## config.mk

```make
export PLATFORM = sky130hd
export DESIGN_NAME = bfmd_average
export DESIGN_NICKNAME = d
export VERILOG_FILES = /design/src/sv/bfmd_pkg.sv /design/src/sv/bfmd_average.sv
export SDC_FILE = /design/constraint.sdc
export NUM_CORES = 1
export LEC_CHECK = 0
export BUFFER_PORTS_ARGS = -buffer_cell sky130_fd_sc_hd__clkbuf_2
export CAP_MARGIN = 20
export CORE_MARGIN = 3
export CORE_UTILIZATION = 50
export CTS_CLUSTER_DIAMETER = 40
export DETAILED_ROUTE_END_ITERATION = 6
export GPL_TIMING_DRIVEN = 0
export PLACE_DENSITY = 0.72
export SETUP_SLACK_MARGIN = 0.2
export SLEW_MARGIN = 20
export SYNTH_ARGS = -nofsm -noshare
export SYNTH_HDL_FRONTEND = slang
export SYNTH_SLANG_ARGS = --single-unit
```

## constraint.sdc

```tcl
create_clock -name clk -period 7.1 [get_ports clk]
set_input_delay 0.71 -clock clk [delete_from_list [all_inputs] [get_ports clk]]
set_output_delay 0.71 -clock clk [all_outputs]
set_load 0.005 [all_outputs]
```

## src/sv/bfmd_pkg.sv

```systemverilog
package bfmd_pkg;

    localparam int MAX_WIDTH  = 4096;
    localparam int LINE_DEPTH = MAX_WIDTH / 2;
    localparam int SLOT_W     = (LINE_DEPTH > 1) ? $clog2(LINE_DEPTH) : 1;
    localparam int LOG2_LIMIT = 12;
    localparam int CNT_W      = LOG2_LIMIT;
    localparam int WIDTH_FLOOR_LOG2 = $clog2(MAX_WIDTH + 1) - 1;
    localparam int WL_MAX     = (WIDTH_FLOOR_LOG2 < LOG2_LIMIT) ? WIDTH_FLOOR_LOG2 : LOG2_LIMIT;

    localparam int LOG2_W     = 4;
    localparam int COUNT_W    = 3;
    localparam int CFG_IDX_W  = 2;
    localparam int CFG_DATA_W = 4;
    localparam int COMP_W     = 8;
    localparam int LANES      = 4;
    localparam int SUM_W      = COMP_W + 1;
    localparam int BOX_W      = COMP_W + 2;

    typedef logic [CFG_IDX_W-1:0] cfg_idx_t;
    localparam cfg_idx_t REG_WIDTH_LOG2  = cfg_idx_t'(0);
    localparam cfg_idx_t REG_HEIGHT_LOG2 = cfg_idx_t'(1);
    localparam cfg_idx_t REG_COMP_COUNT  = cfg_idx_t'(2);

    localparam logic [COUNT_W-1:0] COMP_COUNT_RESET = COUNT_W'(4);
    localparam logic [COUNT_W-1:0] COMP_COUNT_MIN   = COUNT_W'(1);
    localparam logic [COUNT_W-1:0] COMP_COUNT_MAX   = COUNT_W'(LANES);

    typedef logic [COMP_W-1:0]            comp_t;
    typedef logic [LANES-1:0][COMP_W-1:0] pixel_t;
    typedef logic [LANES-1:0][SUM_W-1:0]  sums_t;
    typedef logic [SLOT_W-1:0]            slot_t;

    typedef enum logic [2:0] {
        OP_HOLD,
        OP_ROW_WRITE,
        OP_COPY,
        OP_PAIR,
        OP_BOX
    } op_t;

    typedef struct packed {
        pixel_t pix;
        op_t    op;
        slot_t  slot;
        logic   last;
    } front_t;

    typedef struct packed {
        logic  we;
        logic  re;
        slot_t addr;
        sums_t wdata;
    } lb_req_t;

    function automatic logic [COUNT_W-1:0] clamp_count(input logic [COUNT_W-1:0] n);
        logic [COUNT_W-1:0] r;
        r = n;
        if (n < COMP_COUNT_MIN)
        begin
            r = COMP_COUNT_MIN;
        end
        else if (n > COMP_COUNT_MAX)
        begin
            r = COMP_COUNT_MAX;
        end
        return r;
    endfunction

endpackage

```

## src/sv/bfmd_average.sv

```systemverilog
module bfmd_average (
    input  logic                          clk,
    input  logic                          rst_n,
    input  logic                          restart,
    input  logic                          s1_valid,
    output logic                          s1_ready,
    input  bfmd_pkg::front_t              s1,
    input  logic [bfmd_pkg::COUNT_W-1:0]  comp_count,
    output bfmd_pkg::lb_req_t             lb_req,
    input  bfmd_pkg::sums_t               lb_rdata,
    output logic                          out_valid,
    input  logic                          out_ready,
    output bfmd_pkg::pixel_t              out_pix,
    output logic                          last_pixel
);
    import bfmd_pkg::*;

    pixel_t pair_hold_reg;
    logic   s2_valid_reg;
    pixel_t s2_pix_reg;
    pixel_t s2_hold_reg;
    op_t    s2_op_reg;
    logic   s2_last_reg;
    logic   out_valid_reg;
    pixel_t out_pix_reg;
    pixel_t out_pix_next;
    logic   last_reg;

    logic   out_free;
    logic   s1_adv;
    logic   s1_emit;
    logic   s2_move;

    assign out_free = !out_valid_reg || out_ready;
    assign s1_ready = !s2_valid_reg || out_free;
    assign s1_adv   = s1_valid && s1_ready;
    assign s1_emit  = (s1.op == OP_COPY) || (s1.op == OP_PAIR) || (s1.op == OP_BOX);
    assign s2_move  = s2_valid_reg && out_free;

    always_comb
    begin
        lb_req.we   = s1_adv && (s1.op == OP_ROW_WRITE);
        lb_req.re   = s1_adv && (s1.op == OP_BOX);
        lb_req.addr = s1.slot;
        for (int i = 0; i < LANES; i++)
        begin
            lb_req.wdata[i] = SUM_W'(pair_hold_reg[i]) + SUM_W'(s1.pix[i]);
        end
    end

    always_comb
    begin
        logic [SUM_W-1:0] pair_sum;
        logic [BOX_W-1:0] box_sum;
        for (int i = 0; i < LANES; i++)
        begin
            pair_sum = SUM_W'(s2_hold_reg[i]) + SUM_W'(s2_pix_reg[i]) + SUM_W'(1);
            box_sum  = BOX_W'(lb_rdata[i]) + BOX_W'(s2_hold_reg[i])
                     + BOX_W'(s2_pix_reg[i]) + BOX_W'(2);
            unique case (s2_op_reg)
                OP_COPY: out_pix_next[i] = s2_pix_reg[i];
                OP_PAIR: out_pix_next[i] = pair_sum[SUM_W-1:1];
                OP_BOX:  out_pix_next[i] = box_sum[BOX_W-1:2];
                default: out_pix_next[i] = '0;
            endcase
            if (COUNT_W'(i) >= comp_count)
            begin
                out_pix_next[i] = '0;
            end
        end
    end

    always_ff @(posedge clk or negedge rst_n)
    begin
        if (!rst_n)
        begin
            pair_hold_reg <= '0;
            s2_valid_reg  <= 1'b0;
            out_valid_reg <= 1'b0;
        end
        else
        begin
            if (restart)
            begin
                pair_hold_reg <= '0;
            end
            else if (s1_adv && (s1.op == OP_HOLD))
            begin
                pair_hold_reg <= s1.pix;
            end

            if (s1_adv && s1_emit)
            begin
                s2_valid_reg <= 1'b1;
            end
            else if (out_free)
            begin
                s2_valid_reg <= 1'b0;
            end

            if (s2_move)
            begin
                out_valid_reg <= 1'b1;
            end
            else if (out_ready)
            begin
                out_valid_reg <= 1'b0;
            end
        end
    end

    always_ff @(posedge clk)
    begin
        if (s1_adv && s1_emit)
        begin
            s2_pix_reg  <= s1.pix;
            s2_hold_reg <= pair_hold_reg;
            s2_op_reg   <= s1.op;
            s2_last_reg <= s1.last;
        end
        if (s2_move)
        begin
            out_pix_reg <= out_pix_next;
            last_reg    <= s2_last_reg;
        end
    end

    assign out_valid  = out_valid_reg;
    assign out_pix    = out_pix_reg;
    assign last_pixel = last_reg;

endmodule

```

# Word level (Yosys, flattened, before mapping)
# Index checks and enable logic that the tools add are counted.
[op_classes]
n_addsub = 24
magnitude_cmp = 4
eq_ne = 7
n_mux = 10
n_reduce_logical = 16
[op_table]
columns = ["op", "count"]
rows = [
  ["case mux 8 bit (3 select lines)", 4],
  ["adder 8 x 8 -> 9 bit", 8],
  ["two-way mux 32 bit", 2],
  ["adder 10 x 2 -> 10 bit (second input constant)", 4],
  ["adder 10 x 8 -> 10 bit", 4],
  ["adder 9 x 8 -> 10 bit", 4],
  ["adder 9 x 1 -> 9 bit (second input constant)", 4],
  ["== test 3 x 2 -> 1 bit (second input constant)", 4],
  ["== test 3 bit (second input constant)", 2],
  [">= comparator 1 x 3 -> 1 bit (first input constant)", 2],
  [">= comparator 2 x 3 -> 1 bit (first input constant)", 2],
  ["logical AND 1 bit", 6],
  ["nonzero test 2 bit", 3],
  ["logical OR 1 bit", 4],
  ["two-way mux 1 bit", 4],
  ["== test 3 x 1 -> 1 bit (second input constant)", 1],
  ["zero test 3 bit", 1],
  ["zero test 1 bit", 2],
]
[word_totals]
register_bits = 135
inputBits = 91
elab_cells = 82

# Logic depth before layout (Yosys ltp)
[logic_depth]
ltp_word = 7
ltp_mapped = 10
ltp_nobuf = 10

# Worst setup path before layout
# OpenSTA, ideal clock, no wires.
[synth_timing]
kind = "input-to-reg"
from = "in lb_rdata[20] (netlist name)"
to = "reg out_pix_reg (netlist bit out_pix[22]), data pin"
arrival_ns = 2.680
t_required_ns = 6.841
path_slack_ns = 4.161
cell_stages = 8
n_path_buf = 0
cell_sequence = "fa_1 -> ha_1 -> o21ai_0 -> o21bai_1 -> a221o_1 -> or3b_1 -> nand3_1 -> nand3_1"
[synth_via]
elab_chain_len = 4
[synth_lines]
columns = ["item", "line_no", "rtl"]
rows = [
  ["start, declared", "bfmd_average.sv:10", "input bfmd_pkg::sums_t lb_rdata,"],
  ["adder 9 x 8 -> 10 bit", "bfmd_average.sv:58", "box_sum = BOX_W'(lb_rdata[i]) + BOX_W'(s2_hold_reg[i])"],
  ["adder 10 x 8 -> 10 bit", "bfmd_average.sv:59", "+ BOX_W'(s2_pix_reg[i]) + BOX_W'(2);"],
  ["adder 10 x 2 -> 10 bit", "bfmd_average.sv:59", ""],
  ["case mux 8 bit (3 select lines)", "bfmd_average.sv:60", "unique case (s2_op_reg)"],
  ["end signal, assigned", "bfmd_average.sv:123", "out_pix_reg <= out_pix_next;"],
  ["end, declared", "bfmd_average.sv:25", "pixel_t out_pix_reg;"],
]
# Every way passes these cells.
# A chain may end at the register's enable or synchronous reset.

==> metrics.log <==
INFO  metric startpoint_type = flop
INFO  metric ys_ff_latch = 135
INFO  metric drt_first_pass_iters = 5
INFO  metric asyncSetResetFlopFracSynth = 0.252
INFO  metric floorplan.die.width = 143 um
INFO  metric remaining_drc_errors = 0
INFO  metric critical_path.endpoint_type = primary output
INFO  metric post-cts-setup-buffer-count = 0
INFO  metric internal-power = 1670 uW
INFO  metric timing_worst_slew_pin_value = 955 ps
INFO  metric post_synth_instance_area = 9380 um2
INFO  metric status = finished clean
INFO  metric clk_transition_reported_paths = 60 ps
INFO  metric synth.yosys.warnings = 0
INFO  metric p_comb_frac = 0.205
INFO  metric ys.flop_type = edfxtp_1
INFO  metric avgSynthCellArea = 10.3 um2
INFO  metric worst-endpoint-required = 6390 ps
INFO  metric maxCapViolations = 0
INFO  metric post_drt_wl_per_cell = 17.6 um
INFO  metric boundaryPins = 175
INFO  metric worst_slack = 4010 ps
INFO  metric antenna_violations_before_repair = 0
INFO  metric grt_pass1_wl = 37500 um
INFO  metric top_layer_used = met4
INFO  metric vdd_ir_drop_max = 0.173 mV
INFO  metric syn_nets = 1135
INFO  metric min_period = 3090 ps
INFO  metric placeableCoreArea = 18200 um2
INFO  metric initialDrtViolationCount = 530
INFO  metric postSynthCellCount = 912
INFO  metric worst_ep_arrival_time = 2380 ps
INFO  metric fmaxAchievable = 0.323 GHz
INFO  metric proportion_of_power_drawn_by_the_clock_network = 0.398
INFO  metric synth_edf_count = 101
INFO  metric dieArea = 20400 um2
INFO  metric route.met3.wl = 1590 um
INFO  metric clkSinkCount = 135
INFO  metric timing.hold.worst.class = input port to asynchronous set/reset pin
INFO  metric setup_violations_final = 0
INFO  metric sequential_cell_area_fraction_in_the_yosys_report = 0.414
INFO  metric cts_inserted_buffers = 17
INFO  metric critical_path.startpoint = pair_hold_reg[25]
INFO  metric hold_viol = 0
INFO  metric chipHeight = 143 um
INFO  metric final_min_period_over_clock_period = 0.435
INFO  metric layout-drive-gt1-share = 0.198
INFO  metric worst_reg2reg_startpoint = s2_pix_reg[2]
INFO  metric setup_tns = 0 ps
INFO  metric syn_to_final_growth = 18.8%
INFO  metric postRouteWirelength = 23500 um
INFO  metric tritoncts = built
INFO  metric cts-root-buf = clkbuf_16
INFO  metric antennaDiodeCount = 0
INFO  metric wl_met2 = 11200 um
INFO  metric residual_overflow_from_global_routing = 0
INFO  metric grt_start_max_net_pins = 53
INFO  metric switchingPower = 629 uW
INFO  metric avg_vias_per_cell = 5.62
INFO  metric power.switching_fraction = 0.274
INFO  metric cts_resized = 0
INFO  metric grt_setup_unrepaired = false
INFO  metric clk_path_buf_depth = 2
INFO  metric port_buffers = 163
INFO  metric grt_resource_usage_total = 0.237
INFO  metric wl_met1 = 9990 um
INFO  metric leakage = 0.00483 uW
INFO  metric cellPowerDensity = 206 nW/um2
INFO  metric maxSlewViolCount = 0
INFO  metric floorplan.initialDensity = 0.515
INFO  metric highest_fanout_seen_on_the_critical_path = 4
INFO  metric first_global_vias = 7505
INFO  metric globalplace.congestion = 0.890
INFO  metric setup.worst_path.class = flop to primary output
INFO  metric power.sequential.fraction = 0.397
INFO  metric detailed_place_hpwl = 18200 um
INFO  metric fp-row-count = 49
INFO  metric cts-htree-levels = 4
INFO  metric worst_slew_margin_rel = 0.363
INFO  metric worstSkewPairLatency = 430 ps
INFO  metric placement.setup.worst_slack = 3840 ps
INFO  metric clock_skew = 7.48 ps
INFO  metric post_synth_num_cell_types = 56
INFO  metric cts-hold-fix-buffers = 0
INFO  metric num-nets-final = 1319
INFO  metric overall_via_count_from_detail_route = 7516
INFO  metric detail-route-antenna-nets = 0
## cell usage in the layout, fill, tap and decap left out, types with 7 or more instances in the layout
master / netlist / routed
clkbuf_2: 0 / 163
xnor2_1: 36 / 36
buf_4: 11 / 11
o21ai_0: 51 / 51
ha_1: 96 / 96
and2_1: 8 / 7
nor3_1: 17 / 17
clkbuf_16: 0 / 17
a31oi_1: 10 / 10
dfrtp_1: 34 / 34
nand3_1: 19 / 19
nor2b_1: 12 / 12
a211oi_1: 12 / 12
or3_1: 11 / 11
nor2_1: 55 / 55
xor2_1: 14 / 14
a21o_1: 18 / 18
o211ai_1: 7 / 7
a21oi_1: 81 / 81
mux2i_1: 12 / 12
edfxtp_1: 101 / 101
fa_1: 36 / 36
nand2b_1: 17 / 17
clkbuf_1: 16 / 17
o22ai_1: 12 / 12
nand2_1: 119 / 119
inv_1: 45 / 44
## cell type report
| type | count | area [um2] |
|---|---|---|
| Fill cell | 1528 | 7060 |
| Multi-Input combinational cell | 699 | 5170 |
| Tap cell | 229 | 287 |
| Buffer | 33 | 170 |
| Sequential cell | 135 | 3880 |
| Clock inverter | 12 | 151 |
| Inverter | 45 | 171 |
| Clock buffer | 20 | 457 |
| Timing Repair Buffer | 165 | 863 |
## path summary, 6_finish.rpt
kind / endpoint / slack, ps / cells after the start
hold / removal: pair_hold_reg[16] / 420 / 1
setup / recovery: lb_req[34] / 4010 / 7
min in group clk: last_pixel / 440 / 0
max in group asynchronous: pair_hold_reg[1] / 6070 / 1
setup reg to reg: out_pix[7] / 4170 / 8
hold reg to reg: last_pixel / 440 / 0
## cell families after synthesis
family	after synthesis	share of synthesized area
AO/OA/AOI/OAI	230	0.151
XOR/XNOR	50	0.0467
adder cells (fa/ha/maj)	132	0.205
buffers and inverters	78	0.0361
flip-flops	135	0.414
multiplexers	12	0.0128
AND/OR/NAND/NOR	275	0.135
## cells in the mapped netlist (14+ instances only)
library cell | number | area share
dfrtp_1 | 34 | 0.091
clkbuf_1 | 16 | 0.0064
a21o_1 | 18 | 0.014
nor3_1 | 17 | 0.0091
nor2_1 | 55 | 0.022
nand2b_1 | 17 | 0.011
xnor2_1 | 36 | 0.034
nand2_1 | 119 | 0.048
a21oi_1 | 81 | 0.043
o21ai_0 | 51 | 0.027
ha_1 | 96 | 0.13
xor2_1 | 14 | 0.013
nand3_1 | 19 | 0.010
fa_1 | 36 | 0.077
edfxtp_1 | 101 | 0.32
inv_1 | 45 | 0.018
## power groups by stage
stage	Sequential [uW]	Clock, uW	Combinational, uW
after floorplan	923	0	316
after global placement	928	0	450
after detailed placement	927	0	465
after CTS	912	917	470
after global routing	915	952	529
final	911	912	471
## critical path: stages (launching register included)
cell and delay [ps]:
dfrtp_1 410, ha_1 290, a21o_1 180, a21oi_1 210
o21ai_0 170, o41ai_1 370, xnor2_1 180, clkbuf_2 140
## stage by stage
step	area [um2]	power, uW	utilization	std cells	hold slack [ps]
final	11200	2290	0.612	1338	424
after global routing	11200	2400	0.612	1338	447
after CTS	11200	2300	0.612	1338	451
after detailed placement	10500	1390	0.579	1306	441
after global placement	10500	1380	0.576	1304	403
after floorplan	9380	1240	-	912	400
## routing by layer
layer	GRT usage	vias up
met1	0.311	3525
met5	0	-
met2	0.382	283
met4	0.0925	0
met3	0.0549	52
li1	-	3656
Note: power is estimated with default switching activity, not from simulation.
