<file path="config.mk">
export PLATFORM = sky130hd
export DESIGN_NAME = bfmd_front
export DESIGN_NICKNAME = d
export VERILOG_FILES = /design/src/sv/bfmd_pkg.sv /design/src/sv/bfmd_front.sv
export SDC_FILE = /design/constraint.sdc
export NUM_CORES = 1
export LEC_CHECK = 0
export BUFFER_PORTS_ARGS = -buffer_cell sky130_fd_sc_hd__buf_2
export CELL_PAD_IN_SITES_DETAIL_PLACEMENT = 1
export CELL_PAD_IN_SITES_GLOBAL_PLACEMENT = 2
export CORE_MARGIN = 2
export CORE_UTILIZATION = 34
export DETAILED_ROUTE_END_ITERATION = 16
export PLACE_DENSITY_LB_ADDON = 0.1
export REMOVE_ABC_BUFFERS = 1
export SLEW_MARGIN = 20
export SYNTH_ARGS = -nofsm -noshare
export SYNTH_HDL_FRONTEND = slang
export SYNTH_SLANG_ARGS = --single-unit
export TNS_END_PERCENT = 20
</file>
<file path="constraint.sdc">
create_clock -name clk -period 3.55 [get_ports clk]
set_clock_uncertainty 0.15 [all_clocks]
set_input_delay 0.1775 -clock clk [delete_from_list [all_inputs] [get_ports clk]]
set_output_delay 0.1775 -clock clk [all_outputs]
set_load 0.005 [all_outputs]
</file>
<file path="src/sv/bfmd_pkg.sv">
package bfmd_pkg;

    localparam int MAX_WIDTH  = 4096;
    localparam int LINE_DEPTH = MAX_WIDTH / 2;
    localparam int SLOT_W     = (LINE_DEPTH > 1) ? $clog2(LINE_DEPTH) : 1;
    localparam int LOG2_LIMIT = 12;
    localparam int CNT_W      = LOG2_LIMIT;
    localparam int WIDTH_FLOOR_LOG2 = $clog2(MAX_WIDTH + 1) - 1;
    localparam int WL_MAX     = (WIDTH_FLOOR_LOG2 < LOG2_LIMIT) ? WIDTH_FLOOR_LOG2 : LOG2_LIMIT;

    localparam int LOG2_W     = 4;
    localparam int COUNT_W    = 3;
    localparam int CFG_IDX_W  = 2;
    localparam int CFG_DATA_W = 4;
    localparam int COMP_W     = 8;
    localparam int LANES      = 4;
    localparam int SUM_W      = COMP_W + 1;
    localparam int BOX_W      = COMP_W + 2;

    typedef logic [CFG_IDX_W-1:0] cfg_idx_t;
    localparam cfg_idx_t REG_WIDTH_LOG2  = cfg_idx_t'(0);
    localparam cfg_idx_t REG_HEIGHT_LOG2 = cfg_idx_t'(1);
    localparam cfg_idx_t REG_COMP_COUNT  = cfg_idx_t'(2);

    localparam logic [COUNT_W-1:0] COMP_COUNT_RESET = COUNT_W'(4);
    localparam logic [COUNT_W-1:0] COMP_COUNT_MIN   = COUNT_W'(1);
    localparam logic [COUNT_W-1:0] COMP_COUNT_MAX   = COUNT_W'(LANES);

    typedef logic [COMP_W-1:0]            comp_t;
    typedef logic [LANES-1:0][COMP_W-1:0] pixel_t;
    typedef logic [LANES-1:0][SUM_W-1:0]  sums_t;
    typedef logic [SLOT_W-1:0]            slot_t;

    typedef enum logic [2:0] {
        OP_HOLD,
        OP_ROW_WRITE,
        OP_COPY,
        OP_PAIR,
        OP_BOX
    } op_t;

    typedef struct packed {
        pixel_t pix;
        op_t    op;
        slot_t  slot;
        logic   last;
    } front_t;

    typedef struct packed {
        logic  we;
        logic  re;
        slot_t addr;
        sums_t wdata;
    } lb_req_t;

    function automatic logic [COUNT_W-1:0] clamp_count(input logic [COUNT_W-1:0] n);
        logic [COUNT_W-1:0] r;
        r = n;
        if (n < COMP_COUNT_MIN)
        begin
            r = COMP_COUNT_MIN;
        end
        else if (n > COMP_COUNT_MAX)
        begin
            r = COMP_COUNT_MAX;
        end
        return r;
    endfunction

endpackage

</file>
<file path="src/sv/bfmd_front.sv">
module bfmd_front (
    input  logic                                clk,
    input  logic                                rst_n,
    input  logic                                cfg_wr_en,
    input  bfmd_pkg::cfg_idx_t                  cfg_index,
    input  logic [bfmd_pkg::CFG_DATA_W-1:0]     cfg_wr_data,
    input  logic                                in_valid,
    output logic                                in_ready,
    input  bfmd_pkg::pixel_t                    in_pix,
    output logic                                s1_valid,
    input  logic                                s1_ready,
    output bfmd_pkg::front_t                    s1,
    output logic [bfmd_pkg::COUNT_W-1:0]        comp_count
);
    import bfmd_pkg::*;

    logic [LOG2_W-1:0]  width_log2_reg;
    logic [LOG2_W-1:0]  height_log2_reg;
    logic [COUNT_W-1:0] comp_count_reg;
    logic [CNT_W-1:0]   col_reg;
    logic [CNT_W-1:0]   row_reg;
    logic [CNT_W-1:0]   col_next;
    logic [CNT_W-1:0]   row_next;
    logic               s1_valid_reg;
    front_t             s1_reg;
    front_t             s1_next;

    logic [LOG2_W-1:0]  wl;
    logic [LOG2_W-1:0]  hl;
    logic [CNT_W-1:0]   xmask;
    logic [CNT_W-1:0]   ymask;
    logic [CNT_W-1:0]   x;
    logic [CNT_W-1:0]   y;
    logic               x_end;
    logic               y_end;
    logic               accept;

    always_comb
    begin
        wl = (width_log2_reg > LOG2_W'(WL_MAX)) ? LOG2_W'(WL_MAX) : width_log2_reg;
        hl = (height_log2_reg > LOG2_W'(LOG2_LIMIT)) ? LOG2_W'(LOG2_LIMIT) : height_log2_reg;
        xmask = ~({CNT_W{1'b1}} << wl);
        ymask = ~({CNT_W{1'b1}} << hl);
        x = col_reg & xmask;
        y = row_reg & ymask;
        x_end = (x == xmask);
        y_end = (y == ymask);

        s1_next.pix  = in_pix;
        s1_next.slot = SLOT_W'(x >> 1);
        s1_next.last = x_end && y_end;
        if ((wl == '0) && (hl == '0))
        begin
            s1_next.op = OP_COPY;
        end
        else if ((wl == '0) || (hl == '0))
        begin
            s1_next.op = (x[0] ^ y[0]) ? OP_PAIR : OP_HOLD;
        end
        else if (!x[0])
        begin
            s1_next.op = OP_HOLD;
        end
        else if (!y[0])
        begin
            s1_next.op = OP_ROW_WRITE;
        end
        else
        begin
            s1_next.op = OP_BOX;
        end

        if (x_end)
        begin
            col_next = '0;
            row_next = y_end ? '0 : y + CNT_W'(1);
        end
        else
        begin
            col_next = x + CNT_W'(1);
            row_next = y;
        end
    end

    assign in_ready   = !s1_valid_reg || s1_ready;
    assign accept     = in_valid && in_ready;
    assign s1_valid   = s1_valid_reg;
    assign s1         = s1_reg;
    assign comp_count = clamp_count(comp_count_reg);

    always_ff @(posedge clk or negedge rst_n)
    begin
        if (!rst_n)
        begin
            width_log2_reg  <= '0;
            height_log2_reg <= '0;
            comp_count_reg  <= COMP_COUNT_RESET;
            col_reg         <= '0;
            row_reg         <= '0;
            s1_valid_reg    <= 1'b0;
        end
        else
        begin
            if (cfg_wr_en)
            begin
                unique case (cfg_index)
                    REG_WIDTH_LOG2:  width_log2_reg  <= cfg_wr_data[LOG2_W-1:0];
                    REG_HEIGHT_LOG2: height_log2_reg <= cfg_wr_data[LOG2_W-1:0];
                    REG_COMP_COUNT:  comp_count_reg  <= cfg_wr_data[COUNT_W-1:0];
                    default:         ;
                endcase
                col_reg <= '0;
                row_reg <= '0;
            end
            else if (accept)
            begin
                col_reg <= col_next;
                row_reg <= row_next;
            end

            if (accept)
            begin
                s1_valid_reg <= 1'b1;
            end
            else if (s1_ready)
            begin
                s1_valid_reg <= 1'b0;
            end
        end
    end

    always_ff @(posedge clk)
    begin
        if (accept)
        begin
            s1_reg <= s1_next;
        end
    end

endmodule

</file>
Word level (Yosys, flattened, before mapping)
Index checks and enable logic that the tools add are counted.
{"block": "word_totals", "elab_cells": 61, "rom_bits": 0, "latchBits": 0, "mem_count": 0, "register_bits": 83, "ram_bits": 0}
{"block": "op_classes", "order_cmp": 4, "n_reduce_logical": 14, "eq_ne": 4, "n_addsub": 2, "multipliers": 0, "shift": 2, "n_mux": 17, "div_mod_pow": 0, "bitwise": 5}
{"op": "two-way mux 12 bit", "n": 7}
{"op": "adder 12 x 1 -> 12 bit (second input constant)", "n": 2}
{"op": "AND 12 bit", "n": 2}
{"op": "equality test 12 bit", "n": 2}
{"op": "NOT 12 bit", "n": 2}
{"op": "<< shifter 12 x 4 -> 12 bit (first input constant)", "n": 2}
{"op": "two-way mux 3 bit", "n": 5}
{"op": "> comparator 4 bit (second input constant)", "n": 2}
{"op": "zero test 4 bit", "n": 2}
{"op": "two-way mux 4 bit", "n": 2}
{"op": "AND reduction 2 bit", "n": 3}
{"op": "nonzero test 2 bit", "n": 2}
{"op": "> comparator 3 bit (second input constant)", "n": 1}
{"op": "logical AND 1 bit", "n": 3}
{"op": "less-than comparator 3 x 1 -> 1 bit (second input constant)", "n": 1}
{"op": "equality test 2 x 1 -> 1 bit (second input constant)", "n": 1}
{"op": "equality test 2 bit (second input constant)", "n": 1}
{"op": "zero test 2 bit", "n": 1}
{"op": "logical OR 1 bit", "n": 2}
{"op": "two-way mux 1 bit", "n": 2}
{"op": "two-way mux 2 bit", "n": 1}
{"op": "zero test 1 bit", "n": 1}
{"op": "XOR 1 bit", "n": 1}

Longest topological paths before layout
Gate-level depths: netlist of the first run.
{"block": "logic_depth", "ltp_word": 10, "ltp_mapped": 11}

Worst setup path before layout of the first run
Ideal clock, no wire load.
{"block": "synth_path", "path_kind": "register to register", "from": "reg width_log2_reg[3]", "to": "reg col_reg[8]", "slack_ns": 0.955, "path_stages_with_launch": 11, "required_time_ns": 3.279, "path_buffers": 2, "t_arrival_ns": 2.324, "path_cell_list": "dfrtp_1 -> buf_6 -> clkbuf_1 -> nor4_1 -> nor2b_1 -> ha_1 -> o2111ai_1 -> nor4_1 -> nand2_1 -> mux2_1 -> a22o_1"}
{"block": "synth_via", "elab_chain_len": 9}
{"element": "from (decl)", "line_no": "bfmd_front.sv:17", "text": "logic [LOG2_W-1:0] width_log2_reg;"}
{"element": "from (signal assigned)", "line_no": "bfmd_front.sv:107", "text": "REG_WIDTH_LOG2: width_log2_reg <= cfg_wr_data[LOG2_W-1:0];"}
{"element": "> comparator 4 bit", "line_no": "bfmd_front.sv:40", "text": "wl = (width_log2_reg > LOG2_W'(WL_MAX)) ? LOG2_W'(WL_MAX) : width_log2_reg;"}
{"element": "two-way mux 4 bit *", "line_no": "bfmd_front.sv:40"}
{"element": "<< shifter 12 x 4 -> 12 bit *", "line_no": "bfmd_front.sv:42", "text": "xmask = ~({CNT_W{1'b1}} << wl);"}
{"element": "NOT 12 bit *", "line_no": "bfmd_front.sv:42"}
{"element": "AND 12 bit", "line_no": "bfmd_front.sv:44", "text": "x = col_reg & xmask;"}
{"element": "adder 12 x 1 -> 12 bit or equality test 12 bit (tied branches)", "line_no": "bfmd_front.sv:80, bfmd_front.sv:46"}
{"element": "two-way mux 12 bit *", "line_no": "bfmd_front.sv:73", "text": "if (x_end)"}
{"element": "two-way mux 12 bit *", "line_no": "bfmd_front.sv:115", "text": "else if (accept)"}
{"element": "two-way mux 12 bit *", "line_no": "bfmd_front.sv:104", "text": "if (cfg_wr_en)"}
{"element": "to (signal assigned)", "line_no": "bfmd_front.sv:117", "text": "col_reg <= col_next;"}
{"element": "to (decl)", "line_no": "bfmd_front.sv:20", "text": "logic [CNT_W-1:0] col_reg;"}
Mark *: on every way between the ends. The rest lies on a longest branch, timed or not. The select of a mux whose other input is x is not followed.
A chain may end at the register's enable or synchronous reset.

Final worst setup path of the first run
Ends and elaborated chain as after synthesis.

==> results.txt, run 1 <==
The total count of max-transition violations in the final report came out at 0. Of all flip-flops after synthesis, the portion carrying an async set or reset was 0.434. The clock insertion delay at the later pin of the skew report came out at 0.35 ns.

The number of sinks driven by the clock tree came out at 83. The fraction of final layout cells sized beyond drive strength 1 is 0.278. The timing-limited maximum frequency came out at 341 MHz. The post-route fraction of the period consumed by the critical path is 0.827.

The total cell area at the placement stage is around 4500 sq um. The cell count of the worst hold path is 3. Of the total power, the share spent switching nets is 0.267. The final antenna diode count is 0. The net switching power figure came out at roughly 0.00068 W. The number of warnings reported in the yosys synthesis log came out at 0. STA puts the critical path data required time at approximately 3.6 ns. The remaining number of nets flagged by the antenna check after routing is 0.

The vertical die dimension came out at approximately 110 um. The post-route core utilization is 0.463. Summing all flip-flop and latch instances after layout gives 2310 sq um.

The number of flops mapped to enable cells by yosys is between 40 and 50. For this block, the routed nets add up to roughly 11 mm of wire. The wire length of the first global-routing pass is roughly 18 mm. The congestion estimate from routability-driven global placement came to between 0.8 and 0.9. The number of buffer cells added on primary ports came out at 94.

In this run the worst hold path is classified as in -> reg. In the routed design, unresolved DRC markers number 0. The number of inserted filler cells in the final layout came out at between 1000 and 1500. The flow ran to the end, and the final reports show no timing, DRC or antenna violations. The via count of the first global-routing pass came out at roughly 3400. The number of antenna violations at the first check in global routing is 0. Compared with the post-synthesis result, the final layout area differs by 34.2%.

The static leakage power is 2.15 nW. The site row count is 39. The largest fanout of any net on the critical path came out at 18. The net count of the finished layout is 530.

The share of total power dissipated in the clock network is 0.416. The type of element launching the critical path is a flip-flop. The maximum resistive drop on vdd came out at 0.000255 V.

The finished cells cover approximately 5200 sq um. The post-synthesis cell count came out at 350. The total routing usage reported by global routing came out at 0.187. Setup violations remaining at the end of the flow were counted as 0.

Yosys attributes the largest share of cell area to sky130_fd_sc_hd__edfxtp_1, sky130_fd_sc_hd__dfrtp_1, sky130_fd_sc_hd__nand2_1. The worst register-to-register path has a depth of 8. Dividing total power by cell area gives a power density of about 480 nW/um^2. The core region is 11300 sq um. The cell type with the largest total area after synthesis is sky130_fd_sc_hd__edfxtp_1. The sequential-to-total area share from yosys stat is 0.592.

The startpoint of the worst hold path is s1_ready. The pin count of the biggest net entering global routing came out at 48. The via total after detailed routing is roughly 3200. The post-detailed-placement half-perimeter wirelength is about 7.7 mm. The launching point of the worst reg2reg path is width_log2_reg[3]$_DFFE_PN0P_.

The library cell used most frequently in the layout, excluding fill and tap cells, is sky130_fd_sc_hd__buf_2. The tool flagged a number of max-cap violations equal to 0. The setup slack of the most critical reg-to-reg path is 0.61 ns. The sequential share of power came out at 0.454. Counting flops and latches in the post-synthesis netlist gives slightly above 80. The cell sitting at the root of the clock tree is a sky130_fd_sc_hd__clkbuf_16. The clock tree synthesis step divided the H-tree into 3 levels. The internal power consumption came out at around 0.0019 W.

The register with the most flip-flops in the layout has 47 of them. The length of the first detailed-routing pass in iterations came out at 4. By startpoint and endpoint, the worst setup path is classified as reg -> reg. After detailed routing, the average wire length per cell comes to approximately 18 um.

The top cell types in the final layout, fill and taps aside, are sky130_fd_sc_hd__buf_2, sky130_fd_sc_hd__nand2_1, sky130_fd_sc_hd__edfxtp_1. The average footprint of a synthesized cell is around 11 sq um. The transition time at the pin with the least slew margin came out at between 0.8 and 0.9 ns. The total global routing overflow came out at 0. The worst setup path is captured at a flip-flop.

For the finished layout, the period the worst path requires is just under 3 ns. Setup repair after global routing left no endpoint under its margin. The boundary pin count is 95. After the first detailed-routing iteration, the DRC count stood at 179. The netlist area before placement came out at 3910 sq um. Counting the buffers created by CTS gives 9. TritonCTS built the clock tree.

The die covers 12400 sq um. The number of hold-slack violations in the final timing report came out at 0. The maximum buffer depth of the clock tree came out at 2. The via density per instance came out at between 5 and 6. The portion of synthesized cell area occupied by the leading cell type is 0.361. The relative contribution of combinational cells to total power came out at 0.129. The signal arrival time at the worst endpoint is 3.01 ns. The count of distinct cell types in the synthesized netlist is between 50 and 60. The clock-pin slew on the worst setup and hold paths is roughly 0.07 ns. The buffer count from post-CTS setup fixing is 0. The die width is 111 um. The setup TNS after final layout came out at 0 ns.

In the synthesized netlist the dominant register cell turns out to be sky130_fd_sc_hd__edfxtp_1. The initial utilization of the core area, before any placement, comes to 0.345. In the final layout, the multi-input gates occupy 1470 sq um. The relative max-transition margin came out at 0.420. The worst hold path terminates at s1_valid$_DFFE_PN0P_.

The worst register-to-register path ends at col_reg[8]$_DFFE_PN0P_.
## how the worst max path moves through the flow
stage | from | end | slack, ns | cells after the start
5_1_grt | width_log2_reg[3]$_DFFE_PN0P_ | col_reg[8]$_DFFE_PN0P_ | 0.33 | 8
3_3_place_gp | width_log2_reg[3]$_DFFE_PN0P_ | col_reg[8]$_DFFE_PN0P_ | 0.77 | 8
3_5_place_dp | width_log2_reg[3]$_DFFE_PN0P_ | col_reg[8]$_DFFE_PN0P_ | 0.64 | 8
4_1_cts | width_log2_reg[3]$_DFFE_PN0P_ | col_reg[8]$_DFFE_PN0P_ | 0.60 | 8
6_report | width_log2_reg[3]$_DFFE_PN0P_ | col_reg[8]$_DFFE_PN0P_ | 0.61 | 8
2_1_floorplan | width_log2_reg[3]$_DFFE_PN0P_ | col_reg[8]$_DFFE_PN0P_ | 1.05 | 8
## cell usage after synthesis (2+ instances only)
cell type and instances:
sky130_fd_sc_hd__o31a_1 3, sky130_fd_sc_hd__o21ai_0 24, sky130_fd_sc_hd__o21a_1 2, sky130_fd_sc_hd__nand3b_1 2
sky130_fd_sc_hd__a21o_1 2, sky130_fd_sc_hd__ha_1 3, sky130_fd_sc_hd__and3_1 6, sky130_fd_sc_hd__dfrtp_1 35
sky130_fd_sc_hd__xor2_1 3, sky130_fd_sc_hd__inv_1 14, sky130_fd_sc_hd__buf_6 2, sky130_fd_sc_hd__nor3_1 7
sky130_fd_sc_hd__a31oi_1 3, sky130_fd_sc_hd__nor4_1 6, sky130_fd_sc_hd__nor3b_1 3, sky130_fd_sc_hd__o21ai_1 8
sky130_fd_sc_hd__mux2_2 9, sky130_fd_sc_hd__o211ai_1 5, sky130_fd_sc_hd__nor2_1 21, sky130_fd_sc_hd__a211oi_1 3
sky130_fd_sc_hd__clkbuf_1 11, sky130_fd_sc_hd__nor2b_1 8, sky130_fd_sc_hd__and2_1 3, sky130_fd_sc_hd__a221oi_1 2
sky130_fd_sc_hd__nand4_1 7, sky130_fd_sc_hd__o2111ai_1 2, sky130_fd_sc_hd__nand2b_1 8, sky130_fd_sc_hd__edfxtp_1 47
sky130_fd_sc_hd__nand3_1 6, sky130_fd_sc_hd__a21oi_1 9, sky130_fd_sc_hd__or2_2 2, sky130_fd_sc_hd__a22o_1 5
sky130_fd_sc_hd__xnor2_1 9, sky130_fd_sc_hd__nand2_1 48, sky130_fd_sc_hd__o311a_1 2
## repair_timing
| action | in CTS | in global routing |
|---|---|---|
| hold endpoints to repair | 79 | 0 |
| gates resized for setup | 0 | 0 |
| hold buffers | 38 | 0 |
## worst max-delay path, stage by stage (launching register included)
cell                        delay [ns]
sky130_fd_sc_hd__dfrtp_1          0.74
sky130_fd_sc_hd__nor4_1           0.21
sky130_fd_sc_hd__nor2b_1          0.27
sky130_fd_sc_hd__ha_1             0.24
sky130_fd_sc_hd__o2111ai_1        0.19
sky130_fd_sc_hd__nor4_1           0.38
sky130_fd_sc_hd__nand2_1          0.11
sky130_fd_sc_hd__mux2_1           0.32
sky130_fd_sc_hd__a22o_1           0.20
## routing by layer
layer	wire, um	up-vias	global-route usage
met5	0	-	0
met4	145	0	0.0593
met3	619	10	0.0377
met2	5120	108	0.294
met1	5230	1578	0.260
li1	-	1547	-
## layout make-up
type | count | area share
sequential | 83 | 0.441
timing repair buffer | 137 | 0.169
tap | 143 | 0.0341
inverter | 15 | 0.0119
multi-input combinational | 238 | 0.280
clock buffer | 9 | 0.0429
clock inverter | 7 | 0.0205
## stage by stage
stage	setup slack (ns)	hold slack, ns	std cells	power, W
after detailed placement	0.638	0.206	578	0.00147
final	0.614	0.0332	632	0.00254
after global routing	0.328	0.0725	632	0.00265
after global placement	0.771	0.201	578	0.00146
after CTS	0.600	0.0369	632	0.00256
after floorplan	1.05	-0.268	336	0.00131
## power by group through the flow
| stage | logic (W) | clock network (W) | registers (W) |
|---|---|---|---|
| after floorplan | 0.000147 | 0 | 0.00117 |
| after global placement | 0.000294 | 0 | 0.00117 |
| after detailed placement | 0.000296 | 0 | 0.00117 |
| after CTS | 0.000332 | 0.00108 | 0.00115 |
| after global routing | 0.000369 | 0.00112 | 0.00116 |
| final | 0.000328 | 0.00106 | 0.00115 |
## logic make-up after synthesis
| family | Yosys count | share of synthesized area |
|---|---|---|
| multiplexers | 11 | 0.0314 |
| adder cells (fa/ha/maj) | 3 | 0.00960 |
| XOR/XNOR | 12 | 0.0269 |
| AND/OR/NAND/NOR | 129 | 0.161 |
| flip-flops | 83 | 0.592 |
| AO/OA/AOI/OAI | 83 | 0.146 |
| buffers and inverters | 29 | 0.0333 |
Power figures use the tool's default switching activity.
==> run 2: changes to the inputs <==
CORE_UTILIZATION = 31   (was 34)
clock period = 2.6 ns   (was 3.55 ns; I/O delays follow)
==> results.txt, run 2 (synthesis gave the netlist of run 1 again) <==
The flow ran to the end, and the final reports show no timing, DRC or antenna violations. Detailed routing inserted a total of 3409 vias. The transition time at the pin with the least slew margin is 0.934 ns. Summing all placed instances gives a cell area of just under 5000 sq um. The sequential cell area is between 2000 and 2500 sq um. In the final timing run, aggregate negative setup slack is 0 ns.

The total routing usage reported by global routing came out at 0.186. The site row count came out at 41. Leaving out fill and tap cells, the most frequent cell in the layout is sky130_fd_sc_hd__buf_2. The number of violations reported at the end of detailed-routing iteration 0 came out at 245.

Setup repair after global routing could not meet its margin everywhere. The relative max-transition margin came out at 0.378. The wire length of the first global-routing pass came out at 19.0 mm. The signal on the critical path passes through clkinv_4, o21ai_0, a2111o_1, or3_4, or3_1, o311ai_2. For the worst setup path, the data required time is around 2.7 ns. The number of antenna violations at the first check in global routing is 0. The pin count of the biggest net entering global routing is 39. After detailed routing, the number of vias per cell comes to slightly below 5. The flip-flop count of the largest register, all copies and words added is between 40 and 50. In the final layout, the share of cells above drive strength 1 is 0.327. The vertical die dimension is approximately 120 um. The number of hold-slack violations in the final timing report came to 0. Setup violations remaining at the end of the flow were counted as 0. The floorplan step defined a core boundary enclosing around 12000 sq um. The total count of max-transition violations in the final report came to 0. The largest single stage delay on the critical path is roughly 0.49 ns. The setup path with the least slack is of type reg -> reg. The buffer count from post-CTS setup fixing came out at 0. STA classifies the critical path startpoint as a flip-flop. At the end of routability-driven placement, the weighted congestion stood at between 0.8 and 0.9. The clock-pin slew on the worst setup and hold paths is around 0.07 ns. The routed length per instance is 17.3 um.

The worst path meets setup with around 0.15 ns of slack. The final critical-path required period came out at ~2.4 ns. Wires add up to between 10 and 15 mm. The maximum resistive drop on vdd is between 0.0002 and 0.00025 V. The number of sinks driven by the clock tree came out at slightly above 80.

The pre-CTS setup slack is 0.104 ns. Derived from the worst setup path, the maximum achievable clock frequency is roughly 400 MHz. The number of buffer cells added on primary ports came out at between 90 and 100. The synthesis-to-layout area growth came out at 41.4%. TritonCTS built the clock tree. Data arrives at the worst endpoint at approximately 2.5 ns. The floorplan step set the die width to ~120 um. The final antenna diode count came out at 0. Of all nets on the critical path, the largest fanout is 11. The power per cell area came out at slightly above 600 nW/um^2. The die covers around 14000 sq um. In this run the count of I/O pins placed on the die edge is 95.

The length of the first detailed-routing pass in iterations is 4. The highest metal layer carrying signal wires in the routed design is met4. The routed length on met2 came out at about 5.6 mm. For this block, wires on met1 add up to around 5.5 mm. The cell sitting at the root of the clock tree is a sky130_fd_sc_hd__clkbuf_16.

The path class of the tightest hold or removal check is in -> reg. The post-detailed-placement half-perimeter wirelength came out at 8.38 mm. Across the run, the number of max-cap violations was 0. The level count of the clock H-tree is 3.

Together, buffers and inverters on the worst path number 1. The DRC violations left came out at 0. For this configuration, the core starts out at a cell density of 0.314. The via count of the first global-routing pass is about 3600. Final hold analysis gives a worst-case slack of between 0.1 and 0.15 ns. The cell with the largest stage delay on the worst path is sky130_fd_sc_hd__dfrtp_1. STA classifies the critical path endpoint as a flip-flop.

The clock passes through at most 2 buffers. The number of inserted filler cells in the final layout is roughly 1400. The static leakage power came out at ~2.3 nW.

The total power consumption of the routed design came out at about 0.0034 W. In the final layout, the multi-input gates occupy 1490 sq um. The clock insertion delay at the later pin of the skew report came out at 0.34 ns. The total global routing overflow is 0. The post-route cell area came out at 5530 sq um. In the layout the commonest cells are sky130_fd_sc_hd__buf_2, sky130_fd_sc_hd__nand2_1, sky130_fd_sc_hd__edfxtp_1. In the final design database the tool counted approximately 560 nets.

The cell family contributing the most delay on the critical path is simple AND/OR/NAND/NOR gates. The post-route fraction of the period consumed by the critical path is 0.941. The number of buffers inserted during clock tree synthesis is 9. The remaining number of nets flagged by the antenna check after routing came out at 0.

Wire segments on met3 add up to 609 um in the final route.
==> run 2: worst paths after layout <==
kind / startpoint / end / slack [ns] / cells past startpoint
worst min register to register: row_reg[11]$_DFFE_PN0P_ / row_reg[11]$_DFFE_PN0P_ / 0.37 / 2
worst max-delay path: width_log2_reg[3]$_DFFE_PN0P_ / row_reg[3]$_DFFE_PN0P_ / 0.15 / 6
worst max register to register: width_log2_reg[3]$_DFFE_PN0P_ / row_reg[3]$_DFFE_PN0P_ / 0.15 / 6
worst min-delay path: cfg_index[1] / comp_count_reg[0]$_DFFE_PN0P_ / 0.10 / 3
min in group asynchronous: rst_n / row_reg[8]$_DFFE_PN0P_ / 0.32 / 2
max in group asynchronous: rst_n / width_log2_reg[1]$_DFFE_PN0P_ / 1.33 / 2
==> run 2: timing repair <==
| item | CTS | global route |
|---|---|---|
| hold buffers | 39 | 0 |
| setup endpoints to repair | 0 | 6 |
| resized for setup | 0 | 5 |
| hold endpoints to repair | 79 | 0 |
==> run 2: power by group <==
group | switching [W] | internal, W
combinational | 0.000302 | 0.000261
sequential | 0.0000677 | 0.00148
clock | 0.000534 | 0.000746
==> run 2: layout make-up <==
class | instances | share of cell area
sequential | 83 | 0.419
multi-input combinational | 238 | 0.270
timing repair buffer | 168 | 0.208
clock buffer | 10 | 0.0414
tap | 172 | 0.0389
clock inverter | 6 | 0.0118
inverter | 15 | 0.0111
==> run 2: worst reg2reg max path, cell delays in order, from the launching register on <==
cell and delay, ns:
sky130_fd_sc_hd__dfrtp_1 0.49, sky130_fd_sc_hd__clkinv_4 0.08, sky130_fd_sc_hd__o21ai_0 0.09, sky130_fd_sc_hd__a2111o_1 0.44
sky130_fd_sc_hd__or3_4 0.49, sky130_fd_sc_hd__or3_1 0.41, sky130_fd_sc_hd__o311ai_2 0.21
==> run 2: per-stage QoR <==
| stage | std cells | utilization |
|---|---|---|
| 6_report | 692 | 0.443 |
| 3_5_place_dp | 637 | 0.386 |
| 4_1_cts | 692 | 0.441 |
| 2_1_floorplan | 336 | - |
| 3_3_place_gp | 637 | 0.386 |
| 5_1_grt | 692 | 0.443 |
==> run 2: per-layer routing <==
layer	global-route usage	vias up
met5	0	-
met4	0.0722	0
met3	0.0368	14
met2	0.315	92
met1	0.234	1690
li1	-	1613
==> run 3: changes to the inputs <==
==> constraint.sdc (replaced) <==
create_clock -name clk -period 2.6 [get_ports clk]
set_clock_uncertainty 0.15 [all_clocks]
set_input_delay 0.39 -clock clk [delete_from_list [all_inputs] [get_ports clk]]
set_output_delay 0.39 -clock clk [all_outputs]
set_load 0.005 [all_outputs]
==> results.txt, run 3 (synthesis gave the netlist of run 1 again) <==
The via count of the first global-routing pass came out at 3440. Data on the critical path arrives at its endpoint at 2.53 ns. Entering global routing, the biggest net connects 39 pins. The power per cell area is roughly 650 nW/um^2. The internal power consumption came out at 0.00245 W. In the layout the commonest cells are sky130_fd_sc_hd__buf_2, sky130_fd_sc_hd__nand2_1, sky130_fd_sc_hd__edfxtp_1. Wires add up to 11.5 mm. The floorplan step defined a die boundary enclosing roughly 14000 sq um. The number of violations reported at the end of detailed-routing iteration 0 is between 150 and 200. For the pin with the worst max-slew slack, the measured transition is between 0.9 and 1 ns. The flow ran to the end, and the final reports show no timing, DRC or antenna violations.

The vertical die dimension is around 120 um. The die width came out at 116 um. In this run, post-CTS repair resized a total of 0 instances. TritonCTS built the clock tree. The remaining number of nets flagged by the antenna check after routing came out at 0.

The effective utilization at floorplan is 0.314. The number of hold-slack violations in the final timing report came out at 0. The worst setup path is of the reg -> reg kind. The wire length of the first global-routing pass came out at 18.1 mm. After filler insertion, the fill cell instance count of the layout stands at 1423. Input and output buffers added on the ports amount to 94. At the later pin of the worst-skew pair, clock insertion delay measures 0.34 ns. The combined area of the multi-input logic cells came out at between 1000 and 1500 sq um. The net count of the finished layout is about 520. The fraction of final layout cells sized beyond drive strength 1 is 0.353.

The total routing usage reported by global routing is 0.178. The number of sinks driven by the clock tree came out at between 80 and 90. The post-route core utilization came out at 0.412.

The routed length per instance is roughly 18 um. The reported max-cap violation count came out at 0. The boundary pin count is 95. The number of buffers inserted by hold repair at cts is 0. Leaving out fill and tap cells, the most frequent cell in the layout is sky130_fd_sc_hd__buf_2.

The cell sitting at the root of the clock tree is a sky130_fd_sc_hd__clkbuf_16. The timing-limited maximum frequency came out at 410 MHz. The final route contains about 3200 vias. In this run the critical register-to-register path is launched from width_log2_reg[3]$_DFFE_PN0P_. The core region area came out at ~12000 sq um. The relative contribution of combinational cells to total power is 0.155. In this run the number of H-tree levels came out at 3. The repair_antennas step left the layout with diodes totalling 0.

The DRC violations left is 0. Setup repair after global routing left no endpoint under its margin. STA puts the critical path data required time at between 2 and 3 ns.

The post-route fraction of the period consumed by the critical path is 0.939. The setup TNS after final layout came out at 0 ns. The sequential share of power came out at 0.466. The net switching power figure is 0.000879 W. The clock share of power came out at 0.379.

The routability congestion estimate from global placement is between 0.8 and 0.9. The clock-pin slew on the worst setup and hold paths came out at ~0.060 ns. The total power consumption of the routed design came out at around 0.0033 W. Relative to the synthesized area, the layout overhead comes to 31.5%. Of all nets on the critical path, the largest fanout is 11. The number of buffers inserted during clock tree synthesis is 9. The worst setup path is launched from a flip-flop. The post-detailed-placement half-perimeter wirelength is around 8.4 mm.

The path class of the tightest hold or removal check is in -> async. The startpoint of the most critical setup path is width_log2_reg[3]$_DFFE_PN0P_. The number of antenna violations at the first check in global routing came out at 0. The flip-flop count of the largest register, all copies and words added came out at between 40 and 50.

The relative max-transition margin is 0.389. The worst setup path is captured at a flip-flop. The via density per instance came out at 4.96.

The total count of max-transition violations in the final report came out at 0. Before antenna repair, the detailed router went through 5 iterations. The site row count is just over 40.

The buffer count from post-CTS setup fixing came out at 0. The worst path needs 2.44 ns of the cycle, external delays included. The count of endpoints failing setup in the final report is 0.

The fraction of power spent switching nets came out at 0.264. The maximum resistive drop on vdd is approximately 0.00022 V. The total global routing overflow came out at 0. The sequential cells in the finished layout cover a total of between 2000 and 2500 sq um. The static leakage power came out at around 2.1 nW.

The maximum buffer depth of the clock tree came out at 2.
## run 3: power groups by stage
stage          clock [W]  sequential [W]  combinational [W]
6_report         0.00126         0.00155           0.000514
5_1_grt          0.00136         0.00156           0.000573
4_1_cts          0.00130         0.00155           0.000516
3_5_place_dp           0         0.00157           0.000513
3_3_place_gp           0         0.00157           0.000509
2_1_floorplan          0         0.00159           0.000201
## run 3: path summary, 6_finish.rpt
path / to / slack, ns / depth (start not counted)
max: row_reg[3]$_DFFE_PN0P_ / 0.16 / 6
min: row_reg[10]$_DFFE_PN0P_ / 0.03 / 1
max reg2reg: row_reg[3]$_DFFE_PN0P_ / 0.16 / 6
min reg2reg: comp_count_reg[0]$_DFFE_PN0P_ / 0.36 / 1
max in group asynchronous: width_log2_reg[1]$_DFFE_PN0P_ / 1.63 / 1
min in group clk: s1[22]$_DFFE_PP_ / 0.07 / 1
## run 3: area by class of cell
type / instances / area share
multi-input combinational: 238 / 0.290
clock inverter: 5 / 0.0110
tap: 172 / 0.0419
sequential: 83 / 0.450
inverter: 15 / 0.0119
clock buffer: 11 / 0.0453
timing repair buffer: 130 / 0.149
## run 3: metal layers
metal  vias up  wire length (um)  GRT usage
li1       1539                 -          -
met1      1603              5320      0.224
met2        89              5230      0.295
met3        15               669     0.0358
met4         0               233     0.0802
met5         -                 0          0
## run 3: per-stage QoR
stage	cell area, sq um	std cells	worst slack [ns]	hold slack (ns)
floorplan	3840	336	0.104	-0.0556
global placement	4820	638	0.145	0.345
detailed placement	4820	638	0.0887	0.344
CTS	5110	654	0.0602	0.0574
global route	5140	654	0.0289	0.0587
finish	5140	654	0.159	0.0329
## run 3: critical path, cell delays in order (launching register included)
cell and delay [ns]:
sky130_fd_sc_hd__dfrtp_1 0.50, sky130_fd_sc_hd__clkinv_4 0.08, sky130_fd_sc_hd__o21ai_0 0.08, sky130_fd_sc_hd__a2111o_1 0.43, sky130_fd_sc_hd__or3_4 0.49, sky130_fd_sc_hd__or3_1 0.41
sky130_fd_sc_hd__o311ai_2 0.20
